<file path="src/design/rcm_pkg.sv">
// ----------------------------------------------------------------------------
// rcm_pkg
// Shared types and constants for the region-of-interest mean color block.
// ----------------------------------------------------------------------------
`default_nettype none

package rcm_pkg;

  localparam int MAX_DIM_DEFAULT = 4096;
  localparam int CFG_W           = 14;
  localparam int IDX_W           = 3;
  localparam int SUM_W           = 32;
  localparam int AREA_W          = 25;
  localparam int QUO_W           = 9;
  localparam int BIT_W           = 4;

  localparam logic [IDX_W-1:0] REG_BOX_LEFT   = 3'd0;
  localparam logic [IDX_W-1:0] REG_BOX_TOP    = 3'd1;
  localparam logic [IDX_W-1:0] REG_BOX_WIDTH  = 3'd2;
  localparam logic [IDX_W-1:0] REG_BOX_HEIGHT = 3'd3;
  localparam logic [IDX_W-1:0] REG_IMAGE_COLS = 3'd4;
  localparam logic [IDX_W-1:0] REG_IMAGE_ROWS = 3'd5;

  localparam logic [12:0] IMAGE_COLS_RESET = 13'd640;
  localparam logic [12:0] IMAGE_ROWS_RESET = 13'd480;

  // Commands from the controller to the datapath.
  typedef struct packed {
    logic             accept;    // a pixel word is taken this cycle
    logic             clip_load; // that word opens a frame: latch the clipped box
    logic             acc_en;    // the registered pixel is summed this cycle
    logic             div_load;  // last pixel of the frame: start the division
    logic             div_step;  // one quotient bit per cycle
    logic [BIT_W-1:0] bit_idx;   // quotient bit being resolved
  } cmd_t;

endpackage : rcm_pkg

`default_nettype wire

</file>
<file path="src/design/roi_box_clip_color_mean_core.sv">
// ----------------------------------------------------------------------------
// roi_box_clip_color_mean_core
// Mean color of a detection box clipped to the frame.
// ----------------------------------------------------------------------------
// Pixel words enter on in_valid/in_stall with their row, column and three
// byte lanes; frame_end marks the last word of a frame. The box registers
// on the cfg_write/cfg_index/cfg_data port are clipped to the frame size and
// latched by the first word of each frame. Within a frame one word is taken
// every cycle and summed per lane when it falls inside the box.
// After the frame_end word is taken, the input is stalled while per-lane
// restoring dividers with a shared divisor resolve the three means one
// quotient bit per cycle, with saturation at 255. The result word then
// shows on out_valid and holds, with the input still stalled, for as
// long as out_stall is high. Synchronous reset clears the sums, the
// latched box and the control state and restores the image size to
// 640 by 480 with an empty box.
// ----------------------------------------------------------------------------
`default_nettype none

module roi_box_clip_color_mean_core
  import rcm_pkg::*;
#(
  parameter int MAX_DIM = MAX_DIM_DEFAULT
) (
  input  wire logic             clk,
  input  wire logic             rst,
  input  wire logic             cfg_write,
  input  wire logic [IDX_W-1:0] cfg_index,
  input  wire logic [CFG_W-1:0] cfg_data,
  input  wire logic             in_valid,
  output logic                  in_stall,
  input  wire logic [11:0]      pixel_row,
  input  wire logic [11:0]      pixel_col,
  input  wire logic [7:0]       lane0,
  input  wire logic [7:0]       lane1,
  input  wire logic [7:0]       lane2,
  input  wire logic             frame_end,
  output logic                  out_valid,
  input  wire logic             out_stall,
  output logic [11:0]           clip_left,
  output logic [11:0]           clip_top,
  output logic [12:0]           clip_width,
  output logic [12:0]           clip_height,
  output logic [7:0]            mean0,
  output logic [7:0]            mean1,
  output logic [7:0]            mean2,
  output logic                  empty_box
);

  cmd_t cmd;

  rcm_ctrl u_ctrl (
    .clk          (clk),
    .rst          (rst),
    .in_valid     (in_valid),
    .in_frame_end (frame_end),
    .in_stall     (in_stall),
    .out_valid    (out_valid),
    .out_stall    (out_stall),
    .cmd          (cmd)
  );

  rcm_dp #(
    .MAX_DIM (MAX_DIM)
  ) u_dp (
    .clk         (clk),
    .rst         (rst),
    .cmd         (cmd),
    .cfg_write   (cfg_write),
    .cfg_index   (cfg_index),
    .cfg_data    (cfg_data),
    .pixel_row   (pixel_row),
    .pixel_col   (pixel_col),
    .lane0       (lane0),
    .lane1       (lane1),
    .lane2       (lane2),
    .clip_left   (clip_left),
    .clip_top    (clip_top),
    .clip_width  (clip_width),
    .clip_height (clip_height),
    .mean0       (mean0),
    .mean1       (mean1),
    .mean2       (mean2),
    .empty_box   (empty_box)
  );

endmodule : roi_box_clip_color_mean_core

`default_nettype wire

</file>
<file path="src/design/rcm_ctrl.sv">
// ----------------------------------------------------------------------------
// rcm_ctrl
// Controller: frame tracking, input stall, division sequencing, output hold.
// ----------------------------------------------------------------------------
`default_nettype none

module rcm_ctrl
  import rcm_pkg::*;
(
  input  wire logic clk,
  input  wire logic rst,
  input  wire logic in_valid,
  input  wire logic in_frame_end,
  output logic      in_stall,
  output logic      out_valid,
  input  wire logic out_stall,
  output cmd_t      cmd
);

  localparam logic [1:0] ST_ACC = 2'd0;
  localparam logic [1:0] ST_DIV = 2'd1;
  localparam logic [1:0] ST_OUT = 2'd2;

  localparam logic [BIT_W-1:0] TOP_BIT = BIT_W'(QUO_W - 1);

  logic [1:0]       state;
  logic [BIT_W-1:0] cnt;
  logic             s1_valid;
  logic             s1_last;
  logic             frame_open;
  logic             accept;

  // The word after a frame end is held off until the result has been taken.
  assign in_stall  = (state != ST_ACC) || (s1_valid && s1_last);
  assign accept    = in_valid && !in_stall;
  assign out_valid = (state == ST_OUT);

  always_comb begin
    cmd.accept    = accept;
    cmd.clip_load = accept && !frame_open;
    cmd.acc_en    = s1_valid;
    cmd.div_load  = s1_valid && s1_last;
    cmd.div_step  = (state == ST_DIV);
    cmd.bit_idx   = cnt;
  end

  always_ff @(posedge clk) begin
    if (rst) begin
      state      <= ST_ACC;
      cnt        <= '0;
      s1_valid   <= 1'b0;
      s1_last    <= 1'b0;
      frame_open <= 1'b0;
    end else begin
      s1_valid <= accept;
      if (accept) begin
        s1_last    <= in_frame_end;
        frame_open <= !in_frame_end;
      end
      case (state)
        ST_ACC: begin
          if (s1_valid && s1_last) begin
            state <= ST_DIV;
            cnt   <= TOP_BIT;
          end
        end
        ST_DIV: begin
          if (cnt == '0) begin
            state <= ST_OUT;
          end else begin
            cnt <= cnt - 1'b1;
          end
        end
        ST_OUT: begin
          if (!out_stall) begin
            state   <= ST_ACC;
            s1_last <= 1'b0;
          end
        end
        default: begin
          state <= ST_ACC;
        end
      endcase
    end
  end

endmodule : rcm_ctrl

`default_nettype wire

</file>
<file path="src/design/rcm_dp.sv">
// ----------------------------------------------------------------------------
// rcm_dp
// Datapath: configuration registers, box clipping, lane sums and per-lane
// bit-per-cycle dividers, with a shared divisor, for the three lane means.
// ----------------------------------------------------------------------------
`default_nettype none

module rcm_dp
  import rcm_pkg::*;
#(
  parameter int MAX_DIM = MAX_DIM_DEFAULT
) (
  input  wire logic              clk,
  input  wire logic              rst,
  input  wire cmd_t              cmd,
  input  wire logic              cfg_write,
  input  wire logic [IDX_W-1:0]  cfg_index,
  input  wire logic [CFG_W-1:0]  cfg_data,
  input  wire logic [11:0]       pixel_row,
  input  wire logic [11:0]       pixel_col,
  input  wire logic [7:0]        lane0,
  input  wire logic [7:0]        lane1,
  input  wire logic [7:0]        lane2,
  output logic      [11:0]       clip_left,
  output logic      [11:0]       clip_top,
  output logic      [12:0]       clip_width,
  output logic      [12:0]       clip_height,
  output logic      [7:0]        mean0,
  output logic      [7:0]        mean1,
  output logic      [7:0]        mean2,
  output logic                   empty_box
);

  localparam logic [12:0] DIM_LIMIT = 13'(MAX_DIM);

  // Configuration registers.
  logic signed [12:0] box_left;
  logic signed [12:0] box_top;
  logic signed [13:0] box_width;
  logic signed [13:0] box_height;
  logic [12:0]        image_cols;
  logic [12:0]        image_rows;

  always_ff @(posedge clk) begin
    if (rst) begin
      box_left   <= '0;
      box_top    <= '0;
      box_width  <= '0;
      box_height <= '0;
      image_cols <= IMAGE_COLS_RESET;
      image_rows <= IMAGE_ROWS_RESET;
    end else if (cfg_write) begin
      case (cfg_index)
        REG_BOX_LEFT:   box_left   <= cfg_data[12:0];
        REG_BOX_TOP:    box_top    <= cfg_data[12:0];
        REG_BOX_WIDTH:  box_width  <= cfg_data;
        REG_BOX_HEIGHT: box_height <= cfg_data;
        REG_IMAGE_COLS: image_cols <= cfg_data[12:0];
        REG_IMAGE_ROWS: image_rows <= cfg_data[12:0];
        default: begin
        end
      endcase
    end
  end

  // Clipping of the configured box against the frame.
  logic [11:0] x_pos, y_pos;
  logic [12:0] w_pos, h_pos, cols, rows;
  logic [13:0] x_end, y_end;
  logic [12:0] w_clip, h_clip;

  always_comb begin
    x_pos = box_left[12]   ? 12'd0 : box_left[11:0];
    y_pos = box_top[12]    ? 12'd0 : box_top[11:0];
    w_pos = box_width[13]  ? 13'd0 : box_width[12:0];
    h_pos = box_height[13] ? 13'd0 : box_height[12:0];
    cols  = (image_cols > DIM_LIMIT) ? DIM_LIMIT : image_cols;
    rows  = (image_rows > DIM_LIMIT) ? DIM_LIMIT : image_rows;
    x_end = {2'b0, x_pos} + {1'b0, w_pos};
    y_end = {2'b0, y_pos} + {1'b0, h_pos};
    // A box that starts past the edge collapses to zero extent.
    if (x_end > {1'b0, cols}) begin
      w_clip = (cols > {1'b0, x_pos}) ? cols - {1'b0, x_pos} : 13'd0;
    end else begin
      w_clip = w_pos;
    end
    if (y_end > {1'b0, rows}) begin
      h_clip = (rows > {1'b0, y_pos}) ? rows - {1'b0, y_pos} : 13'd0;
    end else begin
      h_clip = h_pos;
    end
  end

  // Box latched when a frame opens.
  logic [11:0] bx_left, bx_top;
  logic [12:0] bx_width, bx_height, bx_right, bx_bottom;
  logic [AREA_W-1:0] area;

  always_ff @(posedge clk) begin
    if (rst) begin
      bx_left   <= '0;
      bx_top    <= '0;
      bx_width  <= '0;
      bx_height <= '0;
      bx_right  <= '0;
      bx_bottom <= '0;
    end else if (cmd.clip_load) begin
      bx_left   <= x_pos;
      bx_top    <= y_pos;
      bx_width  <= w_clip;
      bx_height <= h_clip;
      bx_right  <= {1'b0, x_pos} + w_clip;
      bx_bottom <= {1'b0, y_pos} + h_clip;
    end
  end

  always_ff @(posedge clk) begin
    area <= AREA_W'(bx_width) * AREA_W'(bx_height);
  end

  // Registered pixel word.
  logic [11:0] s1_row, s1_col;
  logic [7:0]  s1_lane [3];

  always_ff @(posedge clk) begin
    if (cmd.accept) begin
      s1_row     <= pixel_row;
      s1_col     <= pixel_col;
      s1_lane[0] <= lane0;
      s1_lane[1] <= lane1;
      s1_lane[2] <= lane2;
    end
  end

  logic in_box;
  assign in_box = (s1_row >= bx_top) && ({1'b0, s1_row} < bx_bottom) &&
                  (s1_col >= bx_left) && ({1'b0, s1_col} < bx_right);

  logic [SUM_W-1:0]   sums     [3];
  logic [SUM_W-1:0]   sum_next [3];
  logic [SUM_W-1:0]   rem      [3];
  logic [QUO_W-1:0]   quo      [3];
  logic [SUM_W:0]     divisor;

  assign divisor = (SUM_W + 1)'(area) << cmd.bit_idx;

  for (genvar k = 0; k < 3; k++) begin : g_lane
    assign sum_next[k] = sums[k] + (in_box ? SUM_W'(s1_lane[k]) : '0);

    always_ff @(posedge clk) begin
      if (rst) begin
        sums[k] <= '0;
      end else if (cmd.div_load) begin
        sums[k] <= '0;
      end else if (cmd.acc_en) begin
        sums[k] <= sum_next[k];
      end
    end

    // Restoring division, one quotient bit per cycle, highest bit first.
    always_ff @(posedge clk) begin
      if (cmd.div_load) begin
        rem[k] <= sum_next[k];
        quo[k] <= '0;
      end else if (cmd.div_step) begin
        if ({1'b0, rem[k]} >= divisor) begin
          rem[k]              <= SUM_W'({1'b0, rem[k]} - divisor);
          quo[k][cmd.bit_idx] <= 1'b1;
        end
      end
    end
  end

  function automatic logic [7:0] sat_mean(input logic [QUO_W-1:0] q, input logic empty);
    logic [7:0] m;
    if (empty) begin
      m = 8'd0;
    end else if (q[QUO_W-1]) begin
      m = 8'd255;
    end else begin
      m = q[7:0];
    end
    return m;
  endfunction

  assign empty_box   = (bx_width == '0) || (bx_height == '0);
  assign clip_left   = bx_left;
  assign clip_top    = bx_top;
  assign clip_width  = bx_width;
  assign clip_height = bx_height;
  assign mean0       = sat_mean(quo[0], empty_box);
  assign mean1       = sat_mean(quo[1], empty_box);
  assign mean2       = sat_mean(quo[2], empty_box);

endmodule : rcm_dp

`default_nettype wire

</file>
<file path="config.mk">
export PLATFORM = sky130hd
export DESIGN_NAME = roi_box_clip_color_mean_core
export DESIGN_NICKNAME = d
export VERILOG_FILES = /design/src/design/rcm_pkg.sv /design/src/design/roi_box_clip_color_mean_core.sv /design/src/design/rcm_ctrl.sv /design/src/design/rcm_dp.sv
export SDC_FILE = /design/constraint.sdc
export NUM_CORES = 2
export LEC_CHECK = 0
export ABC_AREA = 1
export BUFFER_PORTS_ARGS = -buffer_cell sky130_fd_sc_hd__buf_2
export CAP_MARGIN = 20
export CORE_AREA = 5 5 310 312
export DETAILED_ROUTE_END_ITERATION = 16
export DIE_AREA = 0 0 315 317
export PLACE_DENSITY_LB_ADDON = 0.25
export SLEW_MARGIN = 25
export SYNTH_ARGS = -nofsm -noshare
export SYNTH_HDL_FRONTEND = slang
export SYNTH_SLANG_ARGS = --single-unit
</file>
<file path="constraint.sdc">
create_clock -name clk -period 12.9 [get_ports clk]
set_clock_uncertainty 0.15 [all_clocks]
set_input_delay 2.58 -clock clk [delete_from_list [all_inputs] [get_ports clk]]
set_output_delay 2.58 -clock clk [all_outputs]
set_load 0.02 [all_outputs]
</file>
# == Yosys cells after proc, flatten, opt, wreduce, memory -nomap -nowiden ==
# Memories as Yosys holds them, arrays and structs flattened.
# Cells that the tools add are included.
# word_totals
romBits,0
ram_bits,243
out_inout_bits,77
ff_bits,214
wordCells,222
input_bits,71
latch_bits,0
memories,4
# mem_list
name,depth,width,rd,rd_ports_with_merged_regs,write_ports,line,text
u_dp.rem,3,32,3,0,3,rcm_dp.sv:141,logic [SUM_W-1:0] rem [3];
u_dp.sums,3,32,3,0,3,rcm_dp.sv:139,logic [SUM_W-1:0] sums [3];
u_dp.quo,3,9,3,0,3,rcm_dp.sv:142,logic [QUO_W-1:0] quo [3];
u_dp.s1_lane,3,8,3,0,3,rcm_dp.sv:123,logic [7:0] s1_lane [3];
# op_classes
n_div,0
n_lt_le_gt_ge,15
add_sub_neg,13
n_mul,1
n_mux,94
n_bitwise,36
eq_ne,11
reduce_logical,27
shifts,1
# ops
cell,count
32-bit 2-to-1 mux,9
13-bit 2-to-1 mux,8
32-bit by 33-bit >= comparator with 1-bit output,3
32-bit adder,3
32-bit subtractor,3
8-bit 2-to-1 mux,9
1-bit 2-to-1 mux,55
1-bit OR,36
25-bit by 4-bit left shift with 33-bit output,1
12-bit by 13-bit adder with 14-bit output,2
14-bit by 13-bit greater-than comparator with 1-bit output,2
9-bit 2-to-1 mux,3
12-bit by 13-bit adder with 13-bit output,2
13-bit by 12-bit greater-than comparator with 1-bit output,2
13-bit greater-than comparator (second input constant),2
13-bit logical NOT,2
12-bit by 13-bit less-than comparator with 1-bit output,2
13-bit by 12-bit subtractor with 13-bit output,2
13-bit by 13-bit multiplier with 25-bit output,1
12-bit >= comparator,2
12-bit 2-to-1 mux,2
2-bit AND reduction,6
4-bit 2-to-1 mux,2
4-bit case mux with 2 select lines,1
other kinds (21),38

# == Longest topological paths before layout ==
# logic_depth
ltp_word,7
ltp_mapped,48

# == Modules after synthesis ==
# From an unflattened synthesis, not the netlist that was laid out.
# unflattened
hier_cells,4570
area_unflattened_um2,35525.3
# modules_own_cells
mod,area_per_inst_um2,instances,cells_each
rcm_dp,35053.6,1,4505
rcm_ctrl,471.7,1,65

# == Worst setup path after synthesis ==
# OpenSTA, ideal clock, no wires.
# synth_path
path_type,reg-to-reg
startpoint,register u_dp.box_top[12]
endpoint,register u_dp.bx_bottom[12]
synth_period_minus_slack_ns,5.980
required_time_ns,12.635
path_slack_ns,6.920
stages_incl_launch_ff,47
t_arrival_ns,5.714
cell_sequence,dfxtp_1 > inv_1 > buf_2 > nand2_1 > inv_1 > ha_1 > a21oi_1 > o21ai_0 > nand2_1 > nand3_1 > nand2_1 > nor2_1 > o21ai_0 > nor2_1 > o21ai_0 > nand2_1 > a21oi_1 > nor2_1 > (+11 left out) > nor2_1 > inv_2 > buf_2 > o21ai_1 > ha_1 > fa_1 > a31oi_1 > o21ai_0 > a21oi_1 > o21ai_0 > nand3_1 > nand2_1 > a21oi_1 > inv_1 > a21oi_1 > nor2_1 > o21ai_0 > inv_1
# synth_via
elab_chain_len,5
word_cells_on_any_way,8
cone_classes,3 x add/sub; 2 x order compare; 3 x mux
# synth_rtl
item,line,text
start: declaration,rcm_dp.sv:38,logic signed [12:0] box_top;
start signal: assignment,rcm_dp.sv:55,REG_BOX_TOP: box_top <= cfg_data[12:0];
12-bit 2-to-1 mux *,rcm_dp.sv:74,y_pos = box_top[12] ? 12'd0 : box_top[11:0];
named net u_dp.y_pos[1],rcm_dp.sv:67,"logic [11:0] x_pos, y_pos;"
12-bit by 13-bit adder with 14-bit output / 13-bit by 12-bit greater-than comparator with 1-bit output (equally long branches),"rcm_dp.sv:80, rcm_dp.sv:88",
14-bit by 13-bit greater-than comparator with 1-bit output / 13-bit 2-to-1 mux (equally long branches),"rcm_dp.sv:87, rcm_dp.sv:88",
13-bit 2-to-1 mux *,rcm_dp.sv:87,"if (y_end > {1'b0, rows}) begin"
named net u_dp.h_clip[0],rcm_dp.sv:70,"logic [12:0] w_clip, h_clip;"
12-bit by 13-bit adder with 13-bit output *,rcm_dp.sv:113,"bx_bottom <= {1'b0, y_pos} + h_clip;"
end signal: assignment,rcm_dp.sv:113,
end: declaration,rcm_dp.sv:96,"logic [12:0] bx_width, bx_height, bx_right, bx_bottom;"
# Mark *: on every way through the listed nets, which the timed path passes. The rest lies on a longest branch.
# A chain may end at the register's enable or synchronous reset.

# == Worst setup path in the final report ==
# Ends and elaborated chain as after synthesis.

==> summary.md <==
## Run status
• complete, no violations — outcome

## Synth
• simple AND/OR/NAND/NOR gates — combinational family with the most area after synthesis
• 457 — post-synthesis sequential element count
• 35900 um2 — area of the mapped netlist
• 0 — yosys synthesis warning count
• 0 — proportion of synthesized flip-flops having asynchronous set or reset
• sky130_fd_sc_hd__edfxtp_1 — predominant post-synthesis flop cell
• 7.82 um2 — Avg Inst Size Synth
• 0.327 — register area share after synthesis
• 0.00167 — mux share of post-synthesis cell area
• 0.181 — adder-cell share of the synthesized area
• 5100 — post-synth net total
• 0.199 — area fraction in and, or, nand and nor cells after synthesis
• 0.139 — Synth Area in Compound Gates
• 4588 — Synth Instances
• 73 — number of distinct standard cells referenced by the synthesized netlist
• 0.0576 — xor/xnor cell area share of the yosys netlist
• 258 — number of enable flip-flop cells after synthesis

## STA
• 0.543 — ratio of final minimum period to clock period
• 0 ps — accumulated negative setup slack
• 143 MHz — maximum achievable frequency
• 0.234 — slew margin rel.
• 1150 ps — transition time at the pin with the least slew margin
• no — unrepaired setup endpoints after global routing
• 0 — final hold violation count
• 0 — final setup violation count
• 0 — Max Slew Vio Count
• 5890 ps — worst setup margin
• 7010 ps — fin crit period

## Worst setup path
• sky130_fd_sc_hd__nand2_1 — cell type with the highest occurrence count on the critical path
• 13 — worst-path maximum fanout
• sky130_fd_sc_hd__fa_1 — Crit-path slowest cell
• 44 — cell count of the worst reg-to-reg path
• 5890 ps — flop2flop setup slack
• flop — Crit. End Element
• 410 ps — maximum cell stage delay along the critical path
• u_dp.bx_bottom[12] — destination of the worst register-to-register timing path
• 13260 ps — critical path data required time
• flop to flop — classification of the worst setup path
• u_dp.box_top[12] — worst reg2reg startpoint
• flop — Setup crit start kind
• 7370 ps — Critical Path AT
• u_dp.box_top[12] — launch point of the critical path

## Clock tree
• built — CTS tree
• 3 — number of buffers on the longest clock path
• sky130_fd_sc_hd__clkbuf_16 — root buffer cell
• 0 — postcts setup bufs
• 54 — clock buffers created by TritonCTS
• 650 ps — clk_lat worst skew
• 0 — CTS resizes
• 457 — CTS Sinks
• 0 — hold buffer count at cts
• 60 ps — Reg clk slew, reported paths
• 2 — H-tree depth

## Global routing
• 0.213 — global router's overall resource usage
• 29623 — number of global-route vias before repair
• 0 — total overflow reported by the global router
• 0.354 — met2 global-route usage
• 4 — antenna violations before repair
• 0.292 — GR met1 Demand/Resource
• met2 — most crowded layer after global routing
• 97 — largest net degree at the start of global routing
• 167000 um — global-route wire length before repair
• 0.0307 — grt met3 use

## Place
• 84100 um — DP Wirelength
• 147 — count of buffers from port buffering
• 5980 ps — minimum setup slack after placement
• 0.962 — final estimated routing congestion in global placement

## Final layout
• 0.426 — Finished Core Util
• 5185 — Nets
• 10.1% — post-synthesis to final-layout area growth
• 0.0844 — share of post-route cells with drive strength above 1

## Worst hold path
• 2 — count of cells along the worst hold path
• u_dp.box_height[1] — end of the worst hold path
• flop to flop — worst hold path type
• u_dp.box_height[1] — Hold Startpoint

## Power and ir drop
• 18.9 nW — LEAKAGE
• 123 nW/um2 — power density normalized to cell area
• 0.111 mV — peak supply drop

## Die
• 317 um — DIE HEIGHT
• 92800 um2 — Floorplan Core Area
• 99900 um2 — area of the die
• 315 um — Die Width
• 148 — num ports
• 0.387 — starting density of the core
• 112 — Std-Cell Rows

## Detailed routing
• 2385 — drt initial violations
• 30387 — total via count after detailed routing
• 0 — DR DRC count
• 0 — count of nets left with antenna violations after detail routing
• 5.09 — detailed-route vias per instance
• 6 — drt pass-1 iters
• 108000 um — total length of routed wires
• 18.2 um — routed wirelength normalized by instance count

## Run
• 0 — number of max-capacitance violations reported

==> stage by stage <==
| step | hold WS [ps] | instance area (um2) | instances | power (W) |
|---|---|---|---|---|
| final | 303 | 39500 | 5969 | 0.00488 |
| after global routing | 326 | 39500 | 5968 | 0.00516 |
| after CTS | 304 | 39500 | 5968 | 0.00490 |
| after detailed placement | 295 | 37800 | 5871 | 0.00336 |
| after global placement | 293 | 37800 | 5871 | 0.00336 |
| after floorplan | 274 | 35900 | 4588 | 0.00288 |
==> cells in the final DEF, fill, tap and decap left out, types with 93 or more instances in the layout <==
cell type / Yosys / layout
sky130_fd_sc_hd__o21ai_0: 359 / 358
sky130_fd_sc_hd__dfxtp_1: 199 / 199
sky130_fd_sc_hd__inv_1: 734 / 732
sky130_fd_sc_hd__buf_2: 15 / 147
sky130_fd_sc_hd__ha_1: 309 / 309
sky130_fd_sc_hd__a21oi_1: 296 / 295
sky130_fd_sc_hd__nand2_1: 867 / 865
sky130_fd_sc_hd__xnor2_1: 93 / 93
sky130_fd_sc_hd__nand3_1: 142 / 142
sky130_fd_sc_hd__edfxtp_1: 258 / 258
sky130_fd_sc_hd__xor2_1: 143 / 143
sky130_fd_sc_hd__fa_1: 132 / 132
sky130_fd_sc_hd__nor2_1: 479 / 478
==> where the power goes <==
part	internal [W]	leakage (nW)	switching [W]	total [W]
Clock	0.000857	0.867	0.000669	0.00153
Sequential	0.00165	4.16	0.000109	0.00176
Combinational	0.000544	13.9	0.00105	0.00159
==> per-layer routing <==
metal  share of wire  wire length (um)  vias to the layer above
met2            0.46             49400                      776
met4           0.027              2920                        0
met5               0                 0                        -
met3           0.058              6310                      157
met1            0.46             49700                    14307
li1                -                 -                    15147
==> worst max path at each step <==
stage | to | cells past startpoint
global route | u_dp.bx_bottom[12] | 45
detailed placement | u_dp.bx_bottom[12] | 44
floorplan | u_dp.bx_bottom[12] | 46
global placement | u_dp.bx_bottom[12] | 44
CTS | u_dp.bx_bottom[12] | 44
finish | u_dp.bx_bottom[12] | 44
==> kinds of logic (layout without fill, tap and decap cells) <==
kind of cell	count (synthesis)	in the layout
simple gates	1671	1671
mux	6	6
fa+ha+maj	441	441
xor+xnor	236	236
other cells	0	1
flops	457	457
buf+inv	889	1015
compound gates	888	888
==> cells in the mapped netlist, types with 19 or more instances <==
library cell / count / area share
sky130_fd_sc_hd__a21oi_1: 296 / 0.041
sky130_fd_sc_hd__o21ai_0: 359 / 0.050
sky130_fd_sc_hd__fa_1: 132 / 0.074
sky130_fd_sc_hd__nand4_1: 44 / 0.0077
sky130_fd_sc_hd__xor2_1: 143 / 0.035
sky130_fd_sc_hd__dfxtp_1: 199 / 0.11
sky130_fd_sc_hd__nor2_1: 479 / 0.050
sky130_fd_sc_hd__o21bai_1: 32 / 0.0067
sky130_fd_sc_hd__nand3_1: 142 / 0.020
sky130_fd_sc_hd__nand3_2: 19 / 0.0053
sky130_fd_sc_hd__nand2_1: 867 / 0.091
sky130_fd_sc_hd__ha_1: 309 / 0.11
sky130_fd_sc_hd__edfxtp_1: 258 / 0.22
sky130_fd_sc_hd__o21ai_1: 36 / 0.0050
sky130_fd_sc_hd__inv_1: 734 / 0.077
sky130_fd_sc_hd__o22ai_1: 21 / 0.0037
sky130_fd_sc_hd__xnor2_1: 93 / 0.023
sky130_fd_sc_hd__clkbuf_1: 104 / 0.011
sky130_fd_sc_hd__nand2_2: 24 / 0.0042
==> sequential cells by signal, indices dropped and copies added (netlist names), 14 cells and up <==
name / count
u_dp.s1_lane: 24
u_dp.quo: 27
u_dp.box_height: 14
u_dp.area: 25
u_dp.rem: 96
u_dp.sums: 96
u_dp.box_width: 14
==> layout make-up <==
type / instances / area [um2]
Clock inverter: 30 / 269
Antenna cell: 1 / 2.50
Timing Repair Buffer: 166 / 878
Inverter: 752 / 2830
Tap cell: 1254 / 1570
Sequential cell: 457 / 11700
Multi-Input combinational cell: 3242 / 20800
Fill cell: 9557 / 53200
Clock buffer: 67 / 1470
==> worst max-delay path: cells and delay by family, from the launching register on <==
kind / cells / cell delay (ps)
AO/OA/AOI/OAI: 14 / 2240
XOR/XNOR: 1 / 160
adder cells (fa/ha/maj): 4 / 1220
buffers and inverters: 7 / 920
flip-flops: 1 / 290
AND/OR/NAND/NOR: 18 / 1880
(Power assumes the default switching activity.)
